==> src/design/utf16_to_utf8_encoder_core_macros.svh <==
// ----------------------------------------------------------------------------
// utf16_to_utf8_encoder_core_macros
// Assertion macros shared by the encoder core modules.
// Each check is a clocked property with reset disable.
// ----------------------------------------------------------------------------
`ifndef UTF16_TO_UTF8_ENCODER_CORE_MACROS_SVH
`define UTF16_TO_UTF8_ENCODER_CORE_MACROS_SVH

`ifndef SYNTHESIS

// Antecedent implies consequent in the same cycle.
`define U16U8_ASSERT_IMP(lbl, clk, rstn, ante, cons, msg) \
    lbl: assert property (@(posedge clk) disable iff (!(rstn)) (ante) |-> (cons)) \
        else $error(msg);

// Antecedent implies consequent in the next cycle.
`define U16U8_ASSERT_NXT(lbl, clk, rstn, ante, cons, msg) \
    lbl: assert property (@(posedge clk) disable iff (!(rstn)) (ante) |=> (cons)) \
        else $error(msg);

`else

`define U16U8_ASSERT_IMP(lbl, clk, rstn, ante, cons, msg)
`define U16U8_ASSERT_NXT(lbl, clk, rstn, ante, cons, msg)

`endif

`endif

==> src/design/u16u8_pkg.sv <==
// ----------------------------------------------------------------------------
// u16u8_pkg
// Types, constants and byte encoders for the UTF-16 to UTF-8 encoder core.
// ----------------------------------------------------------------------------
package u16u8_pkg;

    // Configuration register indexes
    localparam logic CfgReplaceInvalid = 1'b0;
    localparam logic CfgSwapInputBytes = 1'b1;

    // Surrogate ranges are tagged by the top six bits (D800..DBFF, DC00..DFFF)
    localparam logic [5:0] HighSurrTag = 6'b110110;
    localparam logic [5:0] LowSurrTag  = 6'b110111;

    // Replacement character U+FFFD in UTF-8
    localparam logic [7:0] ReplByte0 = 8'hEF;
    localparam logic [7:0] ReplByte1 = 8'hBF;
    localparam logic [7:0] ReplByte2 = 8'hBD;

    localparam logic [15:0] TwoByteLimit = 16'h0800;
    localparam logic [20:0] SuppBase     = 21'h10000;
    localparam logic [5:0]  ContMask     = 6'h3F;

    localparam int MaxBurst = 6;

    // One decoded item: up to six words, byte 0 goes out first
    typedef struct packed {
        logic [2:0]                      cnt;
        logic [MaxBurst-1:0][7:0]        bytes;
        logic                            err;
        logic                            fin;
    } burst_t;

    typedef struct packed {
        logic [1:0]      cnt;
        logic [2:0][7:0] bytes;
    } bmp_enc_t;

    // Encode a BMP scalar as 1 to 3 bytes
    function automatic bmp_enc_t enc_bmp(input logic [15:0] cp);
        bmp_enc_t r;
        r = '0;
        if (cp[15:7] == 9'd0) begin
            r.cnt      = 2'd1;
            r.bytes[0] = {1'b0, cp[6:0]};
        end else if (cp < TwoByteLimit) begin
            r.cnt      = 2'd2;
            r.bytes[0] = {3'b110, cp[10:6]};
            r.bytes[1] = {2'b10, cp[5:0] & ContMask};
        end else begin
            r.cnt      = 2'd3;
            r.bytes[0] = {4'b1110, cp[15:12]};
            r.bytes[1] = {2'b10, cp[11:6]};
            r.bytes[2] = {2'b10, cp[5:0]};
        end
        return r;
    endfunction

    // Encode a surrogate pair as 4 bytes
    function automatic logic [3:0][7:0] enc_supp(input logic [9:0] hi,
                                                 input logic [9:0] lo);
        logic [20:0]     cp;
        logic [3:0][7:0] r;
        cp   = {1'b0, hi, lo} + SuppBase;
        r[0] = {5'b11110, cp[20:18]};
        r[1] = {2'b10, cp[17:12]};
        r[2] = {2'b10, cp[11:6]};
        r[3] = {2'b10, cp[5:0]};
        return r;
    endfunction

endpackage

==> src/design/u16u8_front.sv <==
// ----------------------------------------------------------------------------
// u16u8_front
// Input register, surrogate pairing state and per-word decode into a burst.
// ----------------------------------------------------------------------------
`include "utf16_to_utf8_encoder_core_macros.svh"

module u16u8_front (
    input  logic              aclk,
    input  logic              aresetn,
    input  logic              s_valid,
    output logic              s_ready,
    input  logic [15:0]       s_code_unit,
    input  logic              s_string_end,
    input  logic              replace_invalid,
    input  logic              swap_input_bytes,
    input  logic              burst_free,
    output logic              burst_valid,
    output u16u8_pkg::burst_t burst
);

    logic        in_valid_reg;
    logic [15:0] in_unit_reg;
    logic        in_end_reg;
    logic        in_adv;

    logic        pend_reg, pend_next;
    logic [9:0]  hb_reg, hb_next;
    logic        fail_reg, fail_next;

    logic [15:0]          u;
    logic                 is_high, is_low;
    u16u8_pkg::bmp_enc_t  bmp;
    logic [2:0][7:0]      n_bytes;
    logic [1:0]           n_cnt;
    logic                 n_err;
    u16u8_pkg::burst_t    b;

    // Input register advances when the burst stage can take a new item
    assign in_adv  = in_valid_reg & burst_free;
    assign s_ready = ~in_valid_reg | in_adv;

    always_ff @(posedge aclk) begin
        if (!aresetn) begin
            in_valid_reg <= 1'b0;
        end else if (s_ready) begin
            in_valid_reg <= s_valid;
        end
    end

    always_ff @(posedge aclk) begin
        if (s_valid && s_ready) begin
            in_unit_reg <= s_code_unit;
            in_end_reg  <= s_string_end;
        end
    end

    // Decode one word against the held surrogate state
    always_comb begin
        u       = swap_input_bytes ? {in_unit_reg[7:0], in_unit_reg[15:8]} : in_unit_reg;
        is_high = (u[15:10] == u16u8_pkg::HighSurrTag);
        is_low  = (u[15:10] == u16u8_pkg::LowSurrTag);
        bmp     = u16u8_pkg::enc_bmp(u);

        b         = '0;
        b.fin     = in_end_reg;
        pend_next = pend_reg;
        hb_next   = hb_reg;
        fail_next = fail_reg;
        n_bytes   = '0;
        n_cnt     = 2'd0;
        n_err     = 1'b0;

        priority if (fail_reg) begin
            // dropping the rest of a failed string
            b.cnt = 3'd0;
        end else if (pend_reg && is_low) begin
            b.bytes[3:0] = u16u8_pkg::enc_supp(hb_reg, u[9:0]);
            b.cnt        = 3'd4;
            pend_next    = 1'b0;
            hb_next      = '0;
        end else if (pend_reg && !replace_invalid) begin
            n_err = 1'b1;
        end else begin
            pend_next = 1'b0;
            hb_next   = '0;
            // the word on its own
            if (is_high) begin
                if (in_end_reg) begin
                    n_err   = ~replace_invalid;
                    n_bytes = {u16u8_pkg::ReplByte2, u16u8_pkg::ReplByte1,
                               u16u8_pkg::ReplByte0};
                    n_cnt   = 2'd3;
                end else begin
                    pend_next = 1'b1;
                    hb_next   = u[9:0];
                end
            end else if (is_low) begin
                n_err   = ~replace_invalid;
                n_bytes = {u16u8_pkg::ReplByte2, u16u8_pkg::ReplByte1,
                           u16u8_pkg::ReplByte0};
                n_cnt   = 2'd3;
            end else begin
                n_bytes = bmp.bytes;
                n_cnt   = bmp.cnt;
            end
            // unpaired held high in replace mode puts U+FFFD first
            if (!n_err) begin
                if (pend_reg) begin
                    b.bytes[2:0] = {u16u8_pkg::ReplByte2, u16u8_pkg::ReplByte1,
                                    u16u8_pkg::ReplByte0};
                    b.bytes[5:3] = n_bytes;
                    b.cnt        = 3'd3 + {1'b0, n_cnt};
                end else begin
                    b.bytes[2:0] = n_bytes;
                    b.cnt        = {1'b0, n_cnt};
                end
            end
        end

        // strict-mode error: one flagged word, string fails until its end
        if (n_err) begin
            b         = '0;
            b.cnt     = 3'd1;
            b.err     = 1'b1;
            b.fin     = 1'b1;
            pend_next = 1'b0;
            hb_next   = '0;
            fail_next = 1'b1;
        end

        if (in_end_reg) begin
            pend_next = 1'b0;
            hb_next   = '0;
            fail_next = 1'b0;
        end
    end

    assign burst       = b;
    assign burst_valid = in_adv & (b.cnt != 3'd0);

    // Surrogate and failure state
    always_ff @(posedge aclk) begin
        if (!aresetn) begin
            pend_reg <= 1'b0;
            hb_reg   <= '0;
            fail_reg <= 1'b0;
        end else if (in_adv) begin
            pend_reg <= pend_next;
            hb_reg   <= hb_next;
            fail_reg <= fail_next;
        end
    end

    `U16U8_ASSERT_IMP(a_fail_no_pend, aclk, aresetn, fail_reg, !pend_reg, "failed with pending high")
    `U16U8_ASSERT_IMP(a_err_single, aclk, aresetn, burst_valid && burst.err,
                      burst.cnt == 3'd1 && burst.fin, "error burst not single final word")
    `U16U8_ASSERT_IMP(a_burst_cnt, aclk, aresetn, burst_valid, burst.cnt <= 3'd6, "burst above six words")

endmodule

==> src/design/u16u8_serial.sv <==
// ----------------------------------------------------------------------------
// u16u8_serial
// Burst register that sends one decoded item out one word per cycle while m_ready is high.
// ----------------------------------------------------------------------------
`include "utf16_to_utf8_encoder_core_macros.svh"

module u16u8_serial (
    input  logic              aclk,
    input  logic              aresetn,
    input  logic              burst_valid,
    input  u16u8_pkg::burst_t burst,
    output logic              burst_free,
    output logic              m_valid,
    input  logic              m_ready,
    output logic [7:0]        m_utf8_byte,
    output logic              m_run_last,
    output logic              m_output_end,
    output logic              m_bad_sequence
);

    logic                                    busy_reg, busy_next;
    logic [2:0]                              rem_reg, rem_next;
    logic [u16u8_pkg::MaxBurst-1:0][7:0]     bytes_reg, bytes_next;
    logic                                    err_reg;
    logic                                    fin_reg;
    logic                                    take, last, finishing;

    assign take       = busy_reg & m_ready;
    assign last       = (rem_reg == 3'd1);
    assign finishing  = take & last;
    assign burst_free = ~busy_reg | finishing;

    // Load a new burst, else shift out the word just taken
    always_comb begin
        busy_next  = busy_reg;
        rem_next   = rem_reg;
        bytes_next = bytes_reg;
        if (burst_valid) begin
            busy_next  = 1'b1;
            rem_next   = burst.cnt;
            bytes_next = burst.bytes;
        end else if (take) begin
            busy_next  = ~last;
            rem_next   = rem_reg - 3'd1;
            bytes_next = bytes_reg >> 8;
        end
    end

    always_ff @(posedge aclk) begin
        if (!aresetn) begin
            busy_reg <= 1'b0;
            rem_reg  <= 3'd0;
        end else begin
            busy_reg <= busy_next;
            rem_reg  <= rem_next;
        end
    end

    always_ff @(posedge aclk) begin
        bytes_reg <= bytes_next;
        if (burst_valid) begin
            err_reg <= burst.err;
            fin_reg <= burst.fin;
        end
    end

    assign m_valid        = busy_reg;
    assign m_utf8_byte    = bytes_reg[0];
    assign m_run_last     = last;
    assign m_output_end   = last & fin_reg;
    assign m_bad_sequence = err_reg;

    `U16U8_ASSERT_IMP(a_load_free, aclk, aresetn, burst_valid, burst_free, "burst loaded while busy")
    `U16U8_ASSERT_IMP(a_rem_range, aclk, aresetn, busy_reg, rem_reg != 3'd0 && rem_reg <= 3'd6, "word count out of range")
    `U16U8_ASSERT_NXT(a_stall_hold, aclk, aresetn, busy_reg && !m_ready, $stable(rem_reg) && $stable(bytes_reg[0]), "stalled burst moved")

endmodule

==> src/design/utf16_to_utf8_encoder_core.sv <==
// ----------------------------------------------------------------------------
// utf16_to_utf8_encoder_core
// Streams UTF-16 code units in and UTF-8 bytes out, one byte per word.
// ----------------------------------------------------------------------------
// Usage:
//   s_* channel: one UTF-16 code unit per word, s_string_end on the last
//   unit of a string. m_* channel: one UTF-8 byte per word, with run_last on
//   the last word caused by a unit and output_end on the last word of a
//   string; bad_sequence marks a strict-mode surrogate error (byte 0).
//   cfg_wr_en/cfg_index/cfg_wdata write replace_invalid (index 0) and
//   swap_input_bytes (index 1); write them only while the block is idle.
// Path: an accepted unit goes into the input register, then into the burst
//   register once that is free; its first byte is valid from there.
// Throughput: the output stage sends one byte per cycle while m_ready is
//   high; a unit causes n (0..6) bytes, and the burst register is the
//   limit. Units with no output go one per cycle while it is free.
// Reset: clears the held surrogate, the string failure flag and both
//   channels; replace_invalid resets to 1, swap_input_bytes to 0.
// Stall: with m_ready low the current byte holds, one more unit waits in
//   the input register, then s_ready drops.
// ----------------------------------------------------------------------------
module utf16_to_utf8_encoder_core (
    input  logic        aclk,
    input  logic        aresetn,
    input  logic        cfg_wr_en,
    input  logic        cfg_index,
    input  logic        cfg_wdata,
    input  logic        s_valid,
    output logic        s_ready,
    input  logic [15:0] s_code_unit,
    input  logic        s_string_end,
    output logic        m_valid,
    input  logic        m_ready,
    output logic [7:0]  m_utf8_byte,
    output logic        m_run_last,
    output logic        m_output_end,
    output logic        m_bad_sequence
);

    logic              replace_reg;
    logic              swap_reg;
    logic              burst_valid;
    logic              burst_free;
    u16u8_pkg::burst_t burst;

    // Configuration registers
    always_ff @(posedge aclk) begin
        if (!aresetn) begin
            replace_reg <= 1'b1;
            swap_reg    <= 1'b0;
        end else if (cfg_wr_en) begin
            unique case (cfg_index)
                u16u8_pkg::CfgReplaceInvalid: replace_reg <= cfg_wdata;
                u16u8_pkg::CfgSwapInputBytes: swap_reg    <= cfg_wdata;
                default: ;
            endcase
        end
    end

    u16u8_front u_front (
        .aclk             (aclk),
        .aresetn          (aresetn),
        .s_valid          (s_valid),
        .s_ready          (s_ready),
        .s_code_unit      (s_code_unit),
        .s_string_end     (s_string_end),
        .replace_invalid  (replace_reg),
        .swap_input_bytes (swap_reg),
        .burst_free       (burst_free),
        .burst_valid      (burst_valid),
        .burst            (burst)
    );

    u16u8_serial u_serial (
        .aclk           (aclk),
        .aresetn        (aresetn),
        .burst_valid    (burst_valid),
        .burst          (burst),
        .burst_free     (burst_free),
        .m_valid        (m_valid),
        .m_ready        (m_ready),
        .m_utf8_byte    (m_utf8_byte),
        .m_run_last     (m_run_last),
        .m_output_end   (m_output_end),
        .m_bad_sequence (m_bad_sequence)
    );

endmodule
==> config.mk <==
export PLATFORM = sky130hd
export DESIGN_NAME = utf16_to_utf8_encoder_core
export DESIGN_NICKNAME = d
export VERILOG_FILES = /design/src/design/u16u8_pkg.sv /design/src/design/u16u8_front.sv /design/src/design/u16u8_serial.sv /design/src/design/utf16_to_utf8_encoder_core.sv
export VERILOG_INCLUDE_DIRS = /design/src /design/src/design
export SDC_FILE = /design/constraint.sdc
export NUM_CORES = 1
export LEC_CHECK = 0
export ABC_AREA = 1
export BUFFER_PORTS_ARGS = -buffer_cell sky130_fd_sc_hd__buf_4
export CAP_MARGIN = 5
export CORE_MARGIN = 8
export CORE_UTILIZATION = 50
export CTS_BUF_LIST = sky130_fd_sc_hd__clkbuf_16
export DETAILED_ROUTE_END_ITERATION = 8
export PLACE_DENSITY_LB_ADDON = 0.12
export SYNTH_ARGS = -nofsm -noshare
export SYNTH_HDL_FRONTEND = slang
export SYNTH_SLANG_ARGS = --single-unit
==> constraint.sdc <==
create_clock -name aclk -period 3.3 [get_ports aclk]
set_input_delay 0.33 -clock aclk [delete_from_list [all_inputs] [get_ports aclk]]
set_output_delay 0.33 -clock aclk [all_outputs]
set_load 0.01 [all_outputs]
==> impl_metrics.yaml, run 1 <==
global_routing:
  grt-ovfl-total: 0
  track_usage_pct: 17.7
  grt_pass1_vias: 3373
  grt_pass1_wl_mm: 17.5
  grt_max_degree: 43
  antenna_found_initial: 0
floorplanning:
  die_y_um: 111
  core_area_mm2: 0.00876
  dieArea_mm2: 0.0124
  io_pins: 37
  num_rows: 34
  initial_utilization_pct: 51.8
  die_w_um: 111
synth:
  synthCells: 515
  syn_area_per_cell_um2: 8.81
  synth_warnings: 0
  synth_flop_cell: "edfxtp_1"
  async_flop_share_pct: 0
  yosys_register_bits: 84
  synth_area_mm2: 0.00454
  synth_edf_count: 65
  yosysUniqueCellTypes: 40
  yosysSeqAreaShare_pct: 51.4
  syn_nets: 542
sta:
  timing.hold.ws_ns: 0.157
  skew_ns: 0.00713
  finalCritPeriodShare_pct: 92.0
  hold_violations: 0
  worst_pin_slew_ns: 0.829
  finalSetupViolCount: 0
  setup_tns_ns: 0
  fin_ws_ns: 0.265
  finalCriticalPeriod_ns: 3.03
  final_max_slew_viol_count: 0
  fmax_mhz: 329
  max_slew_margin_pct: 44.1
  rsz0062_at_grt: "no"
clock_tree:
  hold_buffers: 0
  clk_latency_ns: 0.35
  tritoncts: "done"
  root_buffer: "clkbuf_16"
  post_cts_buffers: 0
  clock_path_buffers: 2
  h-tree-depth: 3
  cts-buffers-inserted: 9
  ctsResizeCount: 0
  clock_sinks: 84
  path_clk_slew_ns: 0.07
detailed_routing:
  num_vias: 3547
  drt_first_pass_iters: 5
  ant_nets: 0
  wl_mm: 10.8
  wl_per_cell_um: 16.5
  vias_per_cell: 5.38
  drt_iter0_markers: 263
  drc: 0
critical_path:
  critPathKind: "register to register"
  path_delay_family: "simple AND/OR/NAND/NOR gates"
  reg2reg_from: "swap_reg"
  end_kind: "register"
  slowest_delay_ns: 0.71
  start_kind: "register"
  required_ns: 3.47
  worstPathArrival_ns: 3.20
  worst-r2r-cell-count: 15
  timing.reg2reg.setup_slack_ns: 0.27
  cp_cell_sequence: "nand2_1 -> nand2_1 -> nand2_1 -> nor2_1 -> nand3_1 -> nand2_1 -> nand2_1 -> nand3_1 -> nand2_1 -> nand2_2 -> nand2_2 -> nand2_4 -> buf_4 -> nand2_1 -> o21ai_0"
  path_common_cell: "nand2_1"
  cp_slowest_cell: "dfxtp_1"
  crit_buf_inv: 1
  r2r_end: "u_serial.bytes_reg[27]"
  crit_fanout: 42
min_path:
  hold_class: "primary input to register"
  whs_path_depth: 1
  min_to: "u_front.in_end_reg"
  hold_start: "s_string_end"
run_status:
  outcome: "complete, no violations"
finish:
  largest_register_ffs: 38
  design_area_mm2: 0.00512
  nets: 573
  fin_util_pct: 58.5
  antenna_cells: 0
  area_growth_pct: 12.9
  drive_above_1_share_pct: 21.2
power:
  irDropWorstVdd_mv: 0.245
  power_density_mw_per_mm2: 530
  power.leakage_nw: 2.29
placement:
  io_buffer_count: 36
  place_hpwl_mm: 8.22
  place_area_mm2: 0.00484
  gp_congestion: 0.952
  place_ws_ns: 0.298
run:
  max-cap-violations: 0
-- report_power, final --
group,internal [mW],switching (mW)
Clock,0.522,0.454
Sequential,1.27,0.0331
Combinational,0.150,0.288
-- layout make-up --
| type | instances | area, µm² |
|---|---|---|
| Clock inverter | 7 | 57.6 |
| Inverter | 58 | 223 |
| Tap cell | 108 | 135 |
| Timing Repair Buffer | 45 | 350 |
| Multi-Input combinational cell | 348 | 1800 |
| Fill cell | 802 | 3640 |
| Sequential cell | 84 | 2330 |
| Clock buffer | 9 | 225 |
-- cell usage in the layout (no fill, tap or decap), types with 2 or more instances in the layout --
cell type,n
inv_6,4
nor3_2,3
nor2_4,4
o22ai_1,2
o21ai_1,3
nand2_4,5
clkinvlp_4,2
inv_1,54
nand3_4,3
nand3_2,3
edfxtp_1,65
a22oi_1,6
dfxtp_1,19
nand4_1,4
ha_1,3
nand2_2,17
a21oi_1,22
nor2_1,35
nor2_2,2
inv_2,2
o21ai_2,13
nand2_1,147
clkbuf_16,9
buf_4,44
nand3_1,10
o221ai_1,2
o21ai_0,54
-- worst max path at each step --
stage / start / to / cells after the start
2_1_floorplan: swap_reg / u_serial.bytes_reg[10] / 14
3_3_place_gp: swap_reg / u_serial.bytes_reg[27] / 15
3_5_place_dp: swap_reg / u_serial.bytes_reg[27] / 15
4_1_cts: swap_reg / u_serial.bytes_reg[27] / 15
5_1_grt: swap_reg / u_serial.bytes_reg[27] / 15
6_report: swap_reg / u_serial.bytes_reg[27] / 15
-- worst register-to-register path: cells and delay by family (launching register included) --
family | cells | cell delay (ns)
AO/OA/AOI/OAI | 1 | 0.13
buffers and inverters | 1 | 0.36
flip-flops | 1 | 0.71
AND/OR/NAND/NOR | 13 | 1.66
-- cell usage after synthesis, types with 2 or more instances --
library cell	count	share of area (%)
o22ai_1	2	0.28
buf_4	11	1.8
o221ai_1	2	0.39
nor2_4	4	0.99
nand3_4	3	1.2
nor2_2	2	0.28
o21ai_2	13	2.5
nand3_2	3	0.66
buf_2	2	0.22
o21ai_1	3	0.33
a22oi_1	6	0.99
o21ai_0	54	6.0
ha_1	3	0.83
nand2_1	148	12
clkbuf_1	7	0.58
buf_6	4	0.99
nand4_1	4	0.55
nor2_1	35	2.9
a21oi_1	22	2.4
nand2_2	16	2.2
nor3_2	3	0.66
nand2_4	5	1.2
nand3_1	10	1.1
dfxtp_1	19	8.4
inv_1	54	4.5
inv_2	2	0.17
edfxtp_1	65	43
-- routing by layer --
layer	share of wire (%)	up-vias	global-route usage (%)	routed length, µm
li1	-	1765	-	-
met1	46	1622	23.1	4980
met2	45	130	27.1	4900
met3	5.9	30	4.06	635
met4	3.0	0	8.27	329
met5	0	-	0	0
-- logic make-up (layout without fill, tap and decap cells) --
| kind of cell | after synthesis | count (layout) | synth area share (%) |
|---|---|---|---|
| AOI/OAI and AO/OA | 108 | 108 | 13.9 |
| buffers and inverters | 83 | 119 | 8.97 |
| DFF | 84 | 84 | 51.4 |
| adders and majority gates | 3 | 3 | 0.828 |
| and+or+nand+nor | 236 | 236 | 24.7 |
| xor gates and xnor gates | 1 | 1 | 0.193 |
-- metrics by stage --
step / std cells / power [mW]
final: 659 / 2.72
after global routing: 659 / 2.84
after CTS: 659 / 2.73
after detailed placement: 643 / 1.76
after global placement: 643 / 1.76
after floorplan: 515 / 1.64
(Power assumes the default switching activity.)
==> run 2, diff against run 1 <==
--- a/config.mk
+++ b/config.mk
@@ -7,12 +7,12 @@
 export NUM_CORES = 1
 export LEC_CHECK = 0
 export ABC_AREA = 1
-export BUFFER_PORTS_ARGS = -buffer_cell sky130_fd_sc_hd__buf_4
 export CAP_MARGIN = 5
 export CORE_MARGIN = 8
 export CORE_UTILIZATION = 50
 export CTS_BUF_LIST = sky130_fd_sc_hd__clkbuf_16
 export DETAILED_ROUTE_END_ITERATION = 8
+export DONT_BUFFER_PORTS = 1
 export PLACE_DENSITY_LB_ADDON = 0.12
 export SYNTH_ARGS = -nofsm -noshare
 export SYNTH_HDL_FRONTEND = slang
==> constraint.sdc (replaced) <==
create_clock -name aclk -period 3.38 [get_ports aclk]
set_input_delay 0.338 -clock aclk [delete_from_list [all_inputs] [get_ports aclk]]
set_output_delay 0.338 -clock aclk [all_outputs]
set_load 0.01 [all_outputs]
==> impl_metrics.yaml, run 2 (synthesis results as in run 1) <==
detailed_routing:
  ant_nets: 0
  drt_first_pass_iters: 4
  drt_iter0_markers: 310
  wl_per_cell_um: 16.4
  num_vias: 3385
  drc: 0
  wl_mm: 10.2
  vias_per_cell: 5.45
run_status:
  outcome: "complete, no violations"
floorplanning:
  die_w_um: 111
  core_area_mm2: 0.00876
  io_pins: 37
  initial_utilization_pct: 51.8
  num_rows: 34
  die_y_um: 111
  dieArea_mm2: 0.0124
clock_tree:
  clk_latency_ns: 0.34
  post_cts_buffers: 0
  clock_path_buffers: 2
  tritoncts: "done"
  path_clk_slew_ns: 0.06
  hold_buffers: 0
  clock_sinks: 84
  h-tree-depth: 3
  root_buffer: "clkbuf_16"
  cts-buffers-inserted: 9
global_routing:
  grt_pass1_vias: 3222
  grt-ovfl-total: 0
  track_usage_pct: 16.7
  grt_pass1_wl_mm: 16.7
  antenna_found_initial: 0
  grt_max_degree: 48
power:
  irDropWorstVdd_mv: 0.246
  power.leakage_nw: 2.12
  power_density_mw_per_mm2: 554
  power.total_mw: 2.71
critical_path:
  worst-r2r-cell-count: 11
  r2r_end: "u_serial.bytes_reg[10]"
  crit_fanout: 26
  start_kind: "register"
  timing.reg2reg.setup_slack_ns: 0.56
  setup.worst_path.end: "u_serial.bytes_reg[10]"
  required_ns: 3.46
  end_kind: "register"
  critPathKind: "register to register"
  worstPathArrival_ns: 2.90
  reg2reg_from: "swap_reg"
  worstSetupStartpoint: "swap_reg"
finish:
  largest_register_ffs: 38
  layout_commonest_cell: "nand2_1"
  stdcell_count: 621
  fin_util_pct: 55.8
  nets: 535
  antenna_cells: 0
  drive_above_1_share_pct: 15.4
  final_cell_mix: "147 x nand2_1, 65 x edfxtp_1, 54 x inv_1, 54 x o21ai_0, 35 x nor2_1"
  area_growth_pct: 7.86
  design_area_mm2: 0.00489
sta:
  finalCriticalPeriod_ns: 2.82
  skew_ns: 0.00765
  setup_tns_ns: 0
  hold_violations: 0
  finalSetupViolCount: 0
  worst_pin_slew_ns: 0.682
  timing.hold.ws_ns: 0.0963
  max_slew_margin_pct: 54.0
  fin_ws_ns: 0.556
  final_max_slew_viol_count: 0
  fmax_mhz: 354
  finalCritPeriodShare_pct: 83.5
  rsz0062_at_grt: "no"
placement:
  io_buffer_count: 0
  place_hpwl_mm: 7.68
  place_area_mm2: 0.00457
  dp_cells: 605
  gp_congestion: 0.948
  place_ws_ns: 0.300
run:
  max-cap-violations: 0
min_path:
  whs_path_depth: 0
  hold_class: "primary input to register"
==> run 2: cell types whose count changed in the layout (fill, tap and decap cells not counted), sizes merged <==
cell,delta
buf,-38
inv,-2
bufinv,+2
==> run 2: where the power goes <==
part / leakage [nW] / switching [mW] / total (mW) / internal, mW
Sequential: 0.778 / 0.0412 / 1.28 / 1.24
Clock: 0.152 / 0.403 / 1.06 / 0.652
Combinational: 1.20 / 0.261 / 0.372 / 0.111
==> run 2: final cells by class <==
cell class | count | area (µm²)
Clock inverter | 7 | 98.8
Tap cell | 108 | 135
Fill cell | 827 | 3870
Timing Repair Buffer | 7 | 77.6
Multi-Input combinational cell | 348 | 1800
Clock buffer | 9 | 225
Sequential cell | 84 | 2330
Inverter | 58 | 223
==> run 2: worst max-delay path, stage by stage, from the launching register on <==
cell	delay, ns
dfxtp_2	0.60
nand2_1	0.13
nand2_2	0.15
nand2_2	0.09
nor2_1	0.18
nand3_2	0.33
nand2_1	0.18
a21oi_2	0.07
nand2_2	0.20
nand3_4	0.21
nand2_4	0.27
o21ai_0	0.13
==> run 2: worst min path at each step <==
stage | from | end | slack, ns
6_report | s_code_unit[5] | u_front.in_unit_reg[5] | 0.1
5_1_grt | s_code_unit[5] | u_front.in_unit_reg[5] | 0.08
4_1_cts | s_code_unit[5] | u_front.in_unit_reg[5] | 0.09
3_5_place_dp | s_code_unit[8] | u_front.in_unit_reg[8] | 0.44
3_3_place_gp | s_code_unit[0] | u_front.in_unit_reg[0] | 0.44
2_1_floorplan | aresetn | replace_reg | 0.44
==> run 2: what timing repair did <==
| action | 4_1_cts | 5_1_grt |
|---|---|---|
| endpoints found under the setup margin | 0 | 6 |
| resized for setup | 0 | 1 |
| hold endpoints to repair | 0 | 0 |
==> run 2: layer usage <==
metal  GRT usage [%]  part of all wire [%]  wire (µm)  up-vias
li1                -                     -          -     1692
met1            22.0                    46       4640     1544
met2            25.5                    46       4670      129
met3            4.27                   6.4        650       20
met4            6.49                   2.2        223        0
met5               0                     0          0        -
==> run 3, diff against run 2 <==
==> constraint.sdc (replaced) <==
create_clock -name aclk -period 2.8 [get_ports aclk]
set_input_delay 0.28 -clock aclk [delete_from_list [all_inputs] [get_ports aclk]]
set_output_delay 0.28 -clock aclk [all_outputs]
set_load 0.01 [all_outputs]
==> impl_metrics.yaml, run 3 (synthesis results as in run 1) <==
critical_path:
  required_ns: 2.87
  r2r_end: "u_serial.bytes_reg[11]"
  critPathKind: "register to register"
  cp_slowest_cell: "dfxtp_2"
  reg2reg_from: "swap_reg"
  slowest_delay_ns: 0.52
  cp_cell_sequence: "buf_4 -> nand2_1 -> o21ai_2 -> nand2_2 -> nor2_4 -> nand2_4 -> nand3_1 -> nand2_1 -> inv_1 -> nand2_2 -> nand2_1 -> inv_1 -> nand2_4 -> o21ai_0"
  crit_fanout: 18
  timing.reg2reg.setup_slack_ns: 0.27
  worstPathArrival_ns: 2.60
  end_kind: "register"
  start_kind: "register"
  worst-r2r-cell-count: 14
  path_common_cell: "nand2_1"
clock_tree:
  post_cts_buffers: 0
  clk_latency_ns: 0.34
  clock_sinks: 84
  cts-buffers-inserted: 9
  hold_buffers: 0
  tritoncts: "done"
  path_clk_slew_ns: 0.06
  h-tree-depth: 3
  root_buffer: "clkbuf_16"
  clock_path_buffers: 2
run_status:
  outcome: "complete, no violations"
detailed_routing:
  top_layer: "met4"
  drc: 0
  num_vias: 3427
  met1_length_mm: 4.82
  vias_per_cell: 5.45
  ant_nets: 0
  wl_mm: 10.4
  route.met3.wl_um: 653
  wl_per_cell_um: 16.5
  route.met2.wl_mm: 4.76
  drt_first_pass_iters: 6
  drt_iter0_markers: 241
floorplanning:
  core_area_mm2: 0.00876
  io_pins: 37
  dieArea_mm2: 0.0124
  die_y_um: 111
  die_w_um: 111
  num_rows: 34
  initial_utilization_pct: 51.8
finish:
  final_cell_mix: "147 x nand2_1, 65 x edfxtp_1, 54 x inv_1, 54 x o21ai_0, 35 x nor2_1"
  nets: 543
  fin_util_pct: 56.2
  largest_register_ffs: 38
  layout_commonest_cell: "nand2_1"
  design_area_mm2: 0.00493
  drive_above_1_share_pct: 16.9
  area_growth_pct: 8.66
  antenna_cells: 0
sta:
  finalCriticalPeriod_ns: 2.53
  finalSetupViolCount: 0
  setup_tns_ns: 0
  worst_pin_slew_ns: 0.679
  skew_ns: 0.00630
  fmax_mhz: 395
  final_max_slew_viol_count: 0
  hold_violations: 0
  rsz0062_at_grt: "no"
  finalCritPeriodShare_pct: 90.5
  max_slew_margin_pct: 54.3
global_routing:
  grt_max_degree: 48
  grt_pass1_vias: 3254
  antenna_found_initial: 0
  grt_pass1_wl_mm: 16.9
  grt-ovfl-total: 0
  track_usage_pct: 16.9
placement:
  place_area_mm2: 0.00463
  gp_congestion: 0.936
  io_buffer_count: 0
  place_hpwl_mm: 7.70
min_path:
  hold_start: "s_code_unit[15]"
  hold_class: "primary input to register"
  whs_path_depth: 0
  min_to: "u_front.in_unit_reg[15]"
run:
  max-cap-violations: 0
power:
  power.leakage_nw: 2.16
  power.total_mw: 3.19
  irDropWorstVdd_mv: 0.287
  power_density_mw_per_mm2: 648
[run 3: cell types whose count changed in the layout (fill, tap and decap cells not counted), sizes merged]
| cell | change |
|---|---|
| clkinv | +1 |
| bufinv | -1 |
| buf | +8 |
[run 3: repair_timing]
action,4_1_cts,5_1_grt
gates resized for setup,0,1
hold endpoints to repair,0,0
endpoints found under the setup margin,0,101
[run 3: metrics by stage]
step	setup slack, ns	std cells	hold WS, ns
6_report	0.267	629	0.0361
5_1_grt	0.0433	629	0.0252
4_1_cts	0.0409	629	0.0279
3_5_place_dp	0.0513	613	0.379
3_3_place_gp	0.135	613	0.379
2_1_floorplan	0.292	515	0.379
[run 3: worst max path at each step]
stage	endpoint	from	slack [ns]
after floorplan	u_serial.bytes_reg[10]	swap_reg	0.29
after global placement	u_serial.bytes_reg[11]	swap_reg	0.14
after detailed placement	u_serial.bytes_reg[11]	swap_reg	0.05
after CTS	u_serial.bytes_reg[11]	swap_reg	0.04
after global routing	u_serial.bytes_reg[11]	swap_reg	0.04
final	u_serial.bytes_reg[11]	swap_reg	0.27
[run 3: metal layers]
| layer | up-vias | track usage, % |
|---|---|---|
| met5 | - | 0 |
| met4 | 0 | 6.04 |
| met1 | 1589 | 22.9 |
| met3 | 12 | 2.92 |
| met2 | 119 | 26.4 |
| li1 | 1707 | - |
[run 3: layout make-up]
class | count | area, µm²
Fill cell | 784 | 3830
Sequential cell | 84 | 2330
Multi-Input combinational cell | 348 | 1800
Clock buffer | 9 | 225
Inverter | 58 | 223
Timing Repair Buffer | 15 | 138
Tap cell | 108 | 135
Clock inverter | 7 | 75.1
[run 3: where the power goes]
part | switching (mW) | internal, mW
sequential | 0.0489 | 1.50
combinational | 0.313 | 0.137
clock | 0.500 | 0.697
[run 3: worst max-delay path: cells and delay by family, from the launching register on]
| kind | cells | cell delay [ns] |
|---|---|---|
| simple gates | 9 | 1.02 |
| flops | 1 | 0.52 |
| buf+inv | 3 | 0.50 |
| compound gates | 2 | 0.22 |
